[config.mk]
export PLATFORM = sky130hd
export DESIGN_NAME = power_domain_sequencer
export DESIGN_NICKNAME = d
export VERILOG_FILES = /design/src/design/pds_pkg.sv /design/src/design/pds_step.sv /design/src/design/power_domain_sequencer.sv
export SDC_FILE = /design/constraint.sdc
export NUM_CORES = 1
export LEC_CHECK = 0
export ABC_CLOCK_PERIOD_IN_PS = 5250
export BUFFER_PORTS_ARGS = -buffer_cell sky130_fd_sc_hd__buf_2
export CELL_PAD_IN_SITES_DETAIL_PLACEMENT = 1
export CELL_PAD_IN_SITES_GLOBAL_PLACEMENT = 1
export CORE_AREA = 4 4 141 143
export CTS_BUF_LIST = sky130_fd_sc_hd__clkbuf_2
export CTS_CLUSTER_SIZE = 30
export DETAILED_ROUTE_END_ITERATION = 10
export DIE_AREA = 0 0 145 147
export PLACE_DENSITY = 0.82
export SETUP_SLACK_MARGIN = 0.4
export SLEW_MARGIN = 0
export SYNTH_ARGS = -nofsm -noshare
export SYNTH_HDL_FRONTEND = slang
export SYNTH_SLANG_ARGS = --single-unit
[constraint.sdc]
create_clock -name clk -period 5.25 [get_ports clk]
set_clock_uncertainty 0.2 [all_clocks]
set_input_delay 0.2625 -clock clk [delete_from_list [all_inputs] [get_ports clk]]
set_output_delay 0.2625 -clock clk [all_outputs]
set_load 0.05 [all_outputs]
[src/design/pds_pkg.sv]
// Package for the power domain sequencer.
// Holds the phase, command and result codes, the shared structs and the
// hi-word-mask helper. No dependencies.
package pds_pkg;

  // Sequencer phases.
  localparam logic [2:0] PH_IDLE      = 3'd0;
  localparam logic [2:0] PH_WAIT_ON   = 3'd1;
  localparam logic [2:0] PH_ACK_CLEAR = 3'd2;
  localparam logic [2:0] PH_ACK_SET   = 3'd3;
  localparam logic [2:0] PH_IDLE_REQ  = 3'd4;

  // Command codes carried with each input item.
  localparam logic [1:0] OP_TICK      = 2'd0;
  localparam logic [1:0] OP_POWER_ON  = 2'd1;
  localparam logic [1:0] OP_POWER_OFF = 2'd2;
  localparam logic [1:0] OP_IDLE_REQ  = 2'd3;

  // Completion codes.
  localparam logic [1:0] RES_OK        = 2'd0;
  localparam logic [1:0] RES_NOT_READY = 2'd1;
  localparam logic [1:0] RES_HW_TIMEOUT = 2'd2;
  localparam logic [1:0] RES_IDLE_WARN = 2'd3;

  // Write targets.
  localparam logic TGT_GATE = 1'b0;
  localparam logic TGT_IDLE = 1'b1;

  // Configuration register indexes.
  localparam logic [2:0] REG_GATE_MASK    = 3'd0;
  localparam logic [2:0] REG_REPAIR_MASK  = 3'd1;
  localparam logic [2:0] REG_GSTAT_MASK   = 3'd2;
  localparam logic [2:0] REG_REQUEST_MASK = 3'd3;
  localparam logic [2:0] REG_ACK_MASK     = 3'd4;
  localparam logic [2:0] REG_QUIET_MASK   = 3'd5;
  localparam logic [2:0] REG_POLL_LIMIT   = 3'd6;

  localparam logic [15:0] POLL_LIMIT_RESET = 16'd10000;

  typedef struct packed {
    logic [15:0] gate_mask;
    logic [15:0] repair_mask;
    logic [15:0] gstat_mask;
    logic [15:0] request_mask;
    logic [15:0] acknowledge_mask;
    logic [15:0] quiet_mask;
    logic [15:0] poll_limit;
  } pds_cfg_t;

  typedef struct packed {
    logic [2:0]  phase;
    logic [15:0] poll_count;
    logic        wanted_idle;
  } pds_state_t;

  typedef struct packed {
    logic        busy_res;
    logic [1:0]  result_code;
    logic        done_res;
    logic [31:0] write_word;
    logic        write_target;
    logic        write_valid;
  } pds_result_t;

  // Hi-word-mask write: mask in the upper half, masked value in the lower.
  function automatic logic [31:0] hiword(input logic [15:0] mask, input logic [15:0] value);
    hiword = {mask, value & mask};
  endfunction

endpackage

[src/design/pds_step.sv]
// Next-state and result logic for one item of the power domain sequencer.
// Purely combinational; depends on pds_pkg.
module pds_step import pds_pkg::*; (
  input  pds_cfg_t    cfg,
  input  pds_state_t  state,
  input  logic [1:0]  operation,
  input  logic        idle_target,
  input  logic        mmio_ready,
  input  logic [15:0] status_word,
  input  logic [15:0] repair_word,
  input  logic [15:0] ack_word,
  input  logic [15:0] quiet_word,
  output pds_state_t  state_next,
  output pds_result_t result
);

  logic        dom_on;
  logic        ack_any;
  logic        ack_match;
  logic [15:0] count_inc;
  logic [15:0] limit_eff;
  logic        budget_out;

  // Domain-on check: repair bit wins, then gate status, else assumed on.
  always_comb begin
    if (cfg.repair_mask != 16'd0) begin
      dom_on = (repair_word & cfg.repair_mask) != 16'd0;
    end else if (cfg.gstat_mask != 16'd0) begin
      dom_on = (status_word & cfg.gstat_mask) == 16'd0;
    end else begin
      dom_on = 1'b1;
    end
  end

  assign ack_any   = (ack_word & cfg.acknowledge_mask) != 16'd0;
  assign ack_match = (ack_word & cfg.acknowledge_mask) ==
                     (state.wanted_idle ? cfg.acknowledge_mask : 16'd0);

  // Poll budget: a zero limit behaves as one.
  assign count_inc  = state.poll_count + 16'd1;
  assign limit_eff  = (cfg.poll_limit == 16'd0) ? 16'd1 : cfg.poll_limit;
  assign budget_out = count_inc >= limit_eff;

  always_comb begin
    state_next = state;
    result     = '0;

    if (state.phase == PH_IDLE) begin
      // Command start.
      if (operation != OP_TICK) begin
        if (!mmio_ready) begin
          result.done_res    = 1'b1;
          result.result_code = RES_NOT_READY;
        end else if (operation == OP_POWER_ON) begin
          result.write_valid   = 1'b1;
          result.write_target  = TGT_GATE;
          result.write_word    = hiword(cfg.gate_mask, 16'd0);
          state_next.phase      = PH_WAIT_ON;
          state_next.poll_count = 16'd0;
        end else if (operation == OP_POWER_OFF) begin
          result.write_valid = 1'b1;
          if (cfg.request_mask != 16'd0) begin
            result.write_target   = TGT_IDLE;
            result.write_word     = hiword(cfg.request_mask, cfg.request_mask);
            state_next.phase      = PH_ACK_SET;
            state_next.poll_count = 16'd0;
          end else begin
            result.write_target = TGT_GATE;
            result.write_word   = hiword(cfg.gate_mask, cfg.gate_mask);
            result.done_res     = 1'b1;
          end
        end else begin
          if (cfg.request_mask == 16'd0) begin
            result.done_res = 1'b1;
          end else begin
            result.write_valid     = 1'b1;
            result.write_target    = TGT_IDLE;
            result.write_word      = hiword(cfg.request_mask,
                                            idle_target ? cfg.request_mask : 16'd0);
            state_next.wanted_idle = idle_target;
            state_next.phase       = PH_IDLE_REQ;
            state_next.poll_count  = 16'd0;
          end
        end
      end
    end else if (operation == OP_TICK) begin
      // One poll of the sampled status words.
      case (state.phase)
        PH_WAIT_ON: begin
          if (dom_on) begin
            if (cfg.request_mask == 16'd0 || (quiet_word & cfg.quiet_mask) == 16'd0) begin
              result.done_res  = 1'b1;
              state_next.phase = PH_IDLE;
            end else begin
              result.write_valid    = 1'b1;
              result.write_target   = TGT_IDLE;
              result.write_word     = hiword(cfg.request_mask, 16'd0);
              state_next.phase      = PH_ACK_CLEAR;
              state_next.poll_count = 16'd0;
            end
          end else begin
            state_next.poll_count = count_inc;
            if (budget_out) begin
              result.done_res    = 1'b1;
              result.result_code = RES_HW_TIMEOUT;
              state_next.phase   = PH_IDLE;
            end
          end
        end
        PH_ACK_CLEAR: begin
          if (!ack_any) begin
            result.done_res  = 1'b1;
            state_next.phase = PH_IDLE;
          end else begin
            state_next.poll_count = count_inc;
            if (budget_out) begin
              result.done_res    = 1'b1;
              result.result_code = RES_HW_TIMEOUT;
              state_next.phase   = PH_IDLE;
            end
          end
        end
        PH_ACK_SET: begin
          if (ack_any) begin
            result.write_valid  = 1'b1;
            result.write_target = TGT_GATE;
            result.write_word   = hiword(cfg.gate_mask, cfg.gate_mask);
            result.done_res     = 1'b1;
            state_next.phase    = PH_IDLE;
          end else begin
            state_next.poll_count = count_inc;
            if (budget_out) begin
              result.done_res    = 1'b1;
              result.result_code = RES_HW_TIMEOUT;
              state_next.phase   = PH_IDLE;
            end
          end
        end
        PH_IDLE_REQ: begin
          if (ack_match) begin
            result.done_res  = 1'b1;
            state_next.phase = PH_IDLE;
          end else begin
            state_next.poll_count = count_inc;
            if (budget_out) begin
              result.done_res    = 1'b1;
              result.result_code = RES_IDLE_WARN;
              state_next.phase   = PH_IDLE;
            end
          end
        end
        default: begin
          state_next.phase = PH_IDLE;
        end
      endcase
    end

    result.busy_res = state_next.phase != PH_IDLE;
  end

endmodule

[src/design/power_domain_sequencer.sv]
// Top level of the power domain sequencer: stream ports, configuration
// registers, sequencer state and the result register.
// Depends on pds_pkg and pds_step.
//
// Usage: each input transfer on the s_ side is a command (power on, power
// off, idle request) or a tick that carries one sample of the status, repair,
// acknowledge and bus-idle words; every tick while busy counts as one poll.
// Each input transfer yields exactly one result transfer on the m_ side,
// telling whether a register write is issued (hi-word-mask word), whether the
// command is done with which code, and whether the sequencer is still busy.
// The result appears in the cycle after the input transfer. Throughput is
// one item per cycle unless the receiver stalls; the only stored element on
// the path is the result register, and the sequencer state updates with it.
// When the receiver stalls, the result register holds its item and s_tready
// falls only while that register is full and not being taken.
// The user must write the configuration registers through cfg_wr_en/cfg_addr/
// cfg_wdata only while no item is in flight; the block does not enforce it.
// Reset clears the state to idle, empties the result register and loads the
// register defaults (all masks zero, poll limit 10000).
module power_domain_sequencer import pds_pkg::*; (
  input  logic        clk,
  input  logic        rst,
  // Configuration write port.
  input  logic        cfg_wr_en,
  input  logic [2:0]  cfg_addr,
  input  logic [15:0] cfg_wdata,
  // Input stream.
  input  logic        s_tvalid,
  output logic        s_tready,
  // idle_target[0], mmio_ready[1], status_word[17:2], repair_word[33:18],
  // ack_word[49:34], quiet_word[65:50], zero fill[71:66]
  input  logic [71:0] s_tdata,
  // operation[1:0]
  input  logic [1:0]  s_tuser,
  // Result stream.
  output logic        m_tvalid,
  input  logic        m_tready,
  // write_valid[0], write_target[1], write_word[33:2], done_res[34],
  // result_code[36:35], busy_res[37], zero fill[39:38]
  output logic [39:0] m_tdata
);

  pds_cfg_t    cfg;
  pds_state_t  state;
  pds_state_t  state_next;
  pds_result_t step_res;
  pds_result_t res;
  logic        in_xfer;

  // Configuration registers.
  always_ff @(posedge clk) begin
    if (rst) begin
      // All masks clear; the poll limit sits in the lowest field.
      cfg <= pds_cfg_t'({96'd0, POLL_LIMIT_RESET});
    end else if (cfg_wr_en) begin
      case (cfg_addr)
        REG_GATE_MASK:    cfg.gate_mask        <= cfg_wdata;
        REG_REPAIR_MASK:  cfg.repair_mask      <= cfg_wdata;
        REG_GSTAT_MASK:   cfg.gstat_mask       <= cfg_wdata;
        REG_REQUEST_MASK: cfg.request_mask     <= cfg_wdata;
        REG_ACK_MASK:     cfg.acknowledge_mask <= cfg_wdata;
        REG_QUIET_MASK:   cfg.quiet_mask       <= cfg_wdata;
        REG_POLL_LIMIT:   cfg.poll_limit       <= cfg_wdata;
        default: ;
      endcase
    end
  end

  // Accept when the result register is empty or being drained.
  assign s_tready = !m_tvalid || m_tready;
  assign in_xfer  = s_tvalid && s_tready;

  pds_step u_step (
    .cfg         (cfg),
    .state       (state),
    .operation   (s_tuser),
    .idle_target (s_tdata[0]),
    .mmio_ready  (s_tdata[1]),
    .status_word (s_tdata[17:2]),
    .repair_word (s_tdata[33:18]),
    .ack_word    (s_tdata[49:34]),
    .quiet_word  (s_tdata[65:50]),
    .state_next  (state_next),
    .result      (step_res)
  );

  // Sequencer state advances on every input transfer.
  always_ff @(posedge clk) begin
    if (rst) begin
      state <= '0;
    end else if (in_xfer) begin
      state <= state_next;
    end
  end

  // Result register.
  always_ff @(posedge clk) begin
    if (rst) begin
      m_tvalid <= 1'b0;
    end else if (in_xfer) begin
      m_tvalid <= 1'b1;
    end else if (m_tready) begin
      m_tvalid <= 1'b0;
    end
  end

  always_ff @(posedge clk) begin
    if (in_xfer) begin
      res <= step_res;
    end
  end

  assign m_tdata = {2'b00, res};

  // A finished command never reports busy.
  a_done_not_busy: assert property (@(posedge clk) disable iff (rst)
    m_tvalid |-> !(res.done_res && res.busy_res))
    else $error("done and busy reported together");

  // A nonzero completion code only comes with done.
  a_code_needs_done: assert property (@(posedge clk) disable iff (rst)
    (m_tvalid && res.result_code != RES_OK) |-> res.done_res)
    else $error("result code without done");

  // Without a write the write fields are zero.
  a_no_write_zero: assert property (@(posedge clk) disable iff (rst)
    (m_tvalid && !res.write_valid) |-> (res.write_word == 32'd0 && !res.write_target))
    else $error("write fields set without write");

  // Busy on a result means the sequencer is out of idle.
  a_busy_phase: assert property (@(posedge clk) disable iff (rst)
    (in_xfer) |=> (res.busy_res == (state.phase != PH_IDLE)))
    else $error("busy flag disagrees with phase");

endmodule

==> summary.txt <==
outcome = complete, no violations
worst path required time = 5.61 ns
number of synthesized flops with an enable pin = 38
wirelength, routed = 25310 um
Placed Area = 8720 sq um
GRT Resource Usage Total = 23.64%
Starting Density = 42.48%
post-CTS setup buffer count = 0
worst skew pair latency = 0.80 ns
Root Buffer = clkbuf_2
Most used DFF post-synth = dfxtp_1
crit-path cells = ha_1 -> nand3_1 -> nor3_1 -> inv_1 -> nor3_2 -> nand4_1 -> xnor2_1 -> ha_1 -> a21oi_1 -> nand2_1 -> a221oi_1 -> o31ai_1 -> buf_4 -> o211ai_1 -> nor4bb_1 -> a211oi_1 -> a21o_1
post-synthesis register bit count = 171
DRC = 0
top cell type's share of synthesized area = 33.73%
Max-Cap Viols = 0
cell repeated most along the worst path = ha_1
Reg area = 3804 sq um
R2R Path Start = state[1]$_SDFFE_PP0P_
fmax = 237.3 MHz
total grt overflow = 0
most frequent cells in the layout = nand2_1 (256), a21oi_1 (136), dfxtp_1 (133)
Synth cell types = 57
setup TNS = 0 ns
worst r2r path cells = 17
max incr delay on CP = 0.46 ns
design area = 9407 sq um
I/O Pins = 140
routability congestion estimate = 0.8810
number of global-route vias before repair = 7711
Site Rows = 50
drt initial violations = 511
crit path time final = 4.214 ns
crit path DAT = 4.57 ns
first-pass GRT wire length = 40830 um
Worst Setup End Kind = flop
footprint of the multi-input gates = 3767 sq um
syn avg cell area = 8.488 sq um
layout cells sized above 1 = 17.03%
antenna violations before repair = 3
Reg clk slew, reported paths = 0.27 ns
port bufs = 131
final worst-path cycle share = 80.26%
r2r setup slk = 1.04 ns
Worst Setup SP = state[1]$_SDFFE_PP0P_
P&R area growth vs syn = 19.16%
first-pass iteration count of the detailed router = 5
relative slew slack = 12.33%
peak supply drop = 0.1387 mV
Cell Pwr Density = 269.0 nW/um^2
endpoints failing setup = 0
RSZ-0062 raised after global routing = false
yosys warns = 0
synth top area cells = dfxtp_1 (34%), edfxtp_1 (14%), nand2_1 (12%)
# clock sinks = 171
Fillers = 2242
Synth area leader = dfxtp_1
CTS tree = done
commonest non-fill, non-tap cell in the layout = nand2_1
maximum number of pins on one net before global-route repair = 81
Num CTS Buffers = 17
fin. max-slew vios = 0
hold path endpoint = m_tdata[34]$_DFFE_PP_
core area = 18580 sq um
FF-to-FF End = m_tdata[34]$_DFFE_PP_
WHS Path Cells = 5
antenna viol nets, final = 0
DIE AREA = 21320 sq um
Post-DP HPWL = 17910 um
DR WL/cell = 18.99 um
Mapped Cells = 930
actual slew at the worst max-slew pin = 1.306 ns
worst-path maximum fanout = 7
crit start category = flop
Synth async-reset ratio = 0%
clock buffer depth = 2
sequential area share after synthesis = 48.19%
Final Hold Vio Count = 0
Via density = 5.584
hold wc startpoint = s_tuser[0]
Worst Hold Class = input port to flop
CP Class = flop to flop
H-Tree Depth = 4
leakage = 3.553 nW
slowest CP cell = dfxtp_1
die height = 147 um
Die W = 145 um
mapped cell area = 7894 sq um
via count = 7444
nets = 1203
-- state kept, by name, summed over array words and instances (netlist names) --
signal,count
cfg,112
m_tdata,38
m_tvalid,1
state,20
-- kinds of logic after synthesis --
logic type	count (synthesis)	share of synthesized area, %
muxes	2	0.2536
and+or+nand+nor	386	21.78
other	1	0.04751
DFF	171	48.19
buffers and inverters	84	4.248
xor gates and xnor gates	15	1.664
adders and majority gates	20	3.170
AOI/OAI and AO/OA	251	20.65
-- per-layer routing --
metal	up-vias	track usage, %	wire length [um]
met4	4	7.411	512
met2	195	40.52	12390
li1	3585	-	-
met1	3628	30.36	11180
met5	-	0	29
met3	32	4.565	1207
-- cells in the mapped netlist (3+ instances only) --
cell type	count
inv_1	41
xnor2_1	14
a31oi_1	4
a221oi_1	9
edfxtp_1	38
nor2b_1	16
nor4_1	12
a22o_1	41
ha_1	20
or3_1	9
a22oi_1	10
nand2b_1	6
dfxtp_1	133
clkbuf_1	33
o32ai_1	9
and3_1	4
o21ai_0	11
nand3b_1	7
a21oi_1	136
buf_2	4
nand2_1	256
nand3_1	21
buf_1	3
nor3_1	9
a221oi_2	4
a2111oi_0	4
a211oi_1	5
nand4_1	7
nor2_1	24
-- critical path, delay by kind of cell, from the launching register on --
family | cells | cell delay (ns)
fa+ha+maj | 2 | 0.54
buf+inv | 2 | 0.31
simple gates | 6 | 1.35
compound gates | 6 | 0.89
flops | 1 | 0.46
xor+xnor | 1 | 0.26
-- worst max path at each step --
stage | endpoint | slack [ns] | depth (start not counted)
global placement | m_tdata[34]$_DFFE_PP_ | 1.15 | 17
floorplan | m_tdata[34]$_DFFE_PP_ | 1.52 | 15
finish | m_tdata[34]$_DFFE_PP_ | 1.04 | 17
CTS | m_tdata[34]$_DFFE_PP_ | 0.82 | 17
global route | m_tdata[34]$_DFFE_PP_ | 0.56 | 17
detailed placement | m_tdata[34]$_DFFE_PP_ | 0.89 | 17
-- per-stage QoR --
stage | hold WS, ns | worst slack [ns] | util (%) | instances | total power, W
after floorplan | 0.1835 | 1.522 | - | 931 | 0.001645
after global placement | 0.2418 | 1.154 | 46.93 | 1260 | 0.001772
after detailed placement | 0.2506 | 0.8922 | 46.93 | 1260 | 0.001782
after CTS | 0.04846 | 0.8222 | 50.57 | 1332 | 0.002538
after global routing | 0.07299 | 0.5636 | 50.63 | 1333 | 0.002639
final | 0.1122 | 1.036 | 50.63 | 1333 | 0.002530
-- report_power, final --
| group | leakage (nW) | total (W) | internal (W) | switching, W |
|---|---|---|---|---|
| combinational | 1.94 | 0.000368 | 0.000113 | 0.000256 |
| clock | 0.155 | 0.000748 | 0.000172 | 0.000577 |
| sequential | 1.46 | 0.00141 | 0.00139 | 0.0000265 |
-- final cells by class --
| type | instances | share of cell area, % |
|---|---|---|
| multi-input cells | 676 | 40.05 |
| repair buffers | 178 | 11.81 |
| clock inverters | 15 | 2.022 |
| clock buffers | 17 | 0.9045 |
| flip-flops and latches | 171 | 40.44 |
| well taps | 234 | 3.113 |
| diodes | 1 | 0.02660 |
| inverters | 41 | 1.636 |
-- timing repair --
| action | 4_1_cts | 5_1_grt |
|---|---|---|
| endpoints found under the setup margin | 0 | 1 |
| endpoints found under the hold margin | 140 | 0 |
| gates resized for setup | 0 | 1 |
| hold buffers | 40 | 0 |
Power figures use the tool's default switching activity.
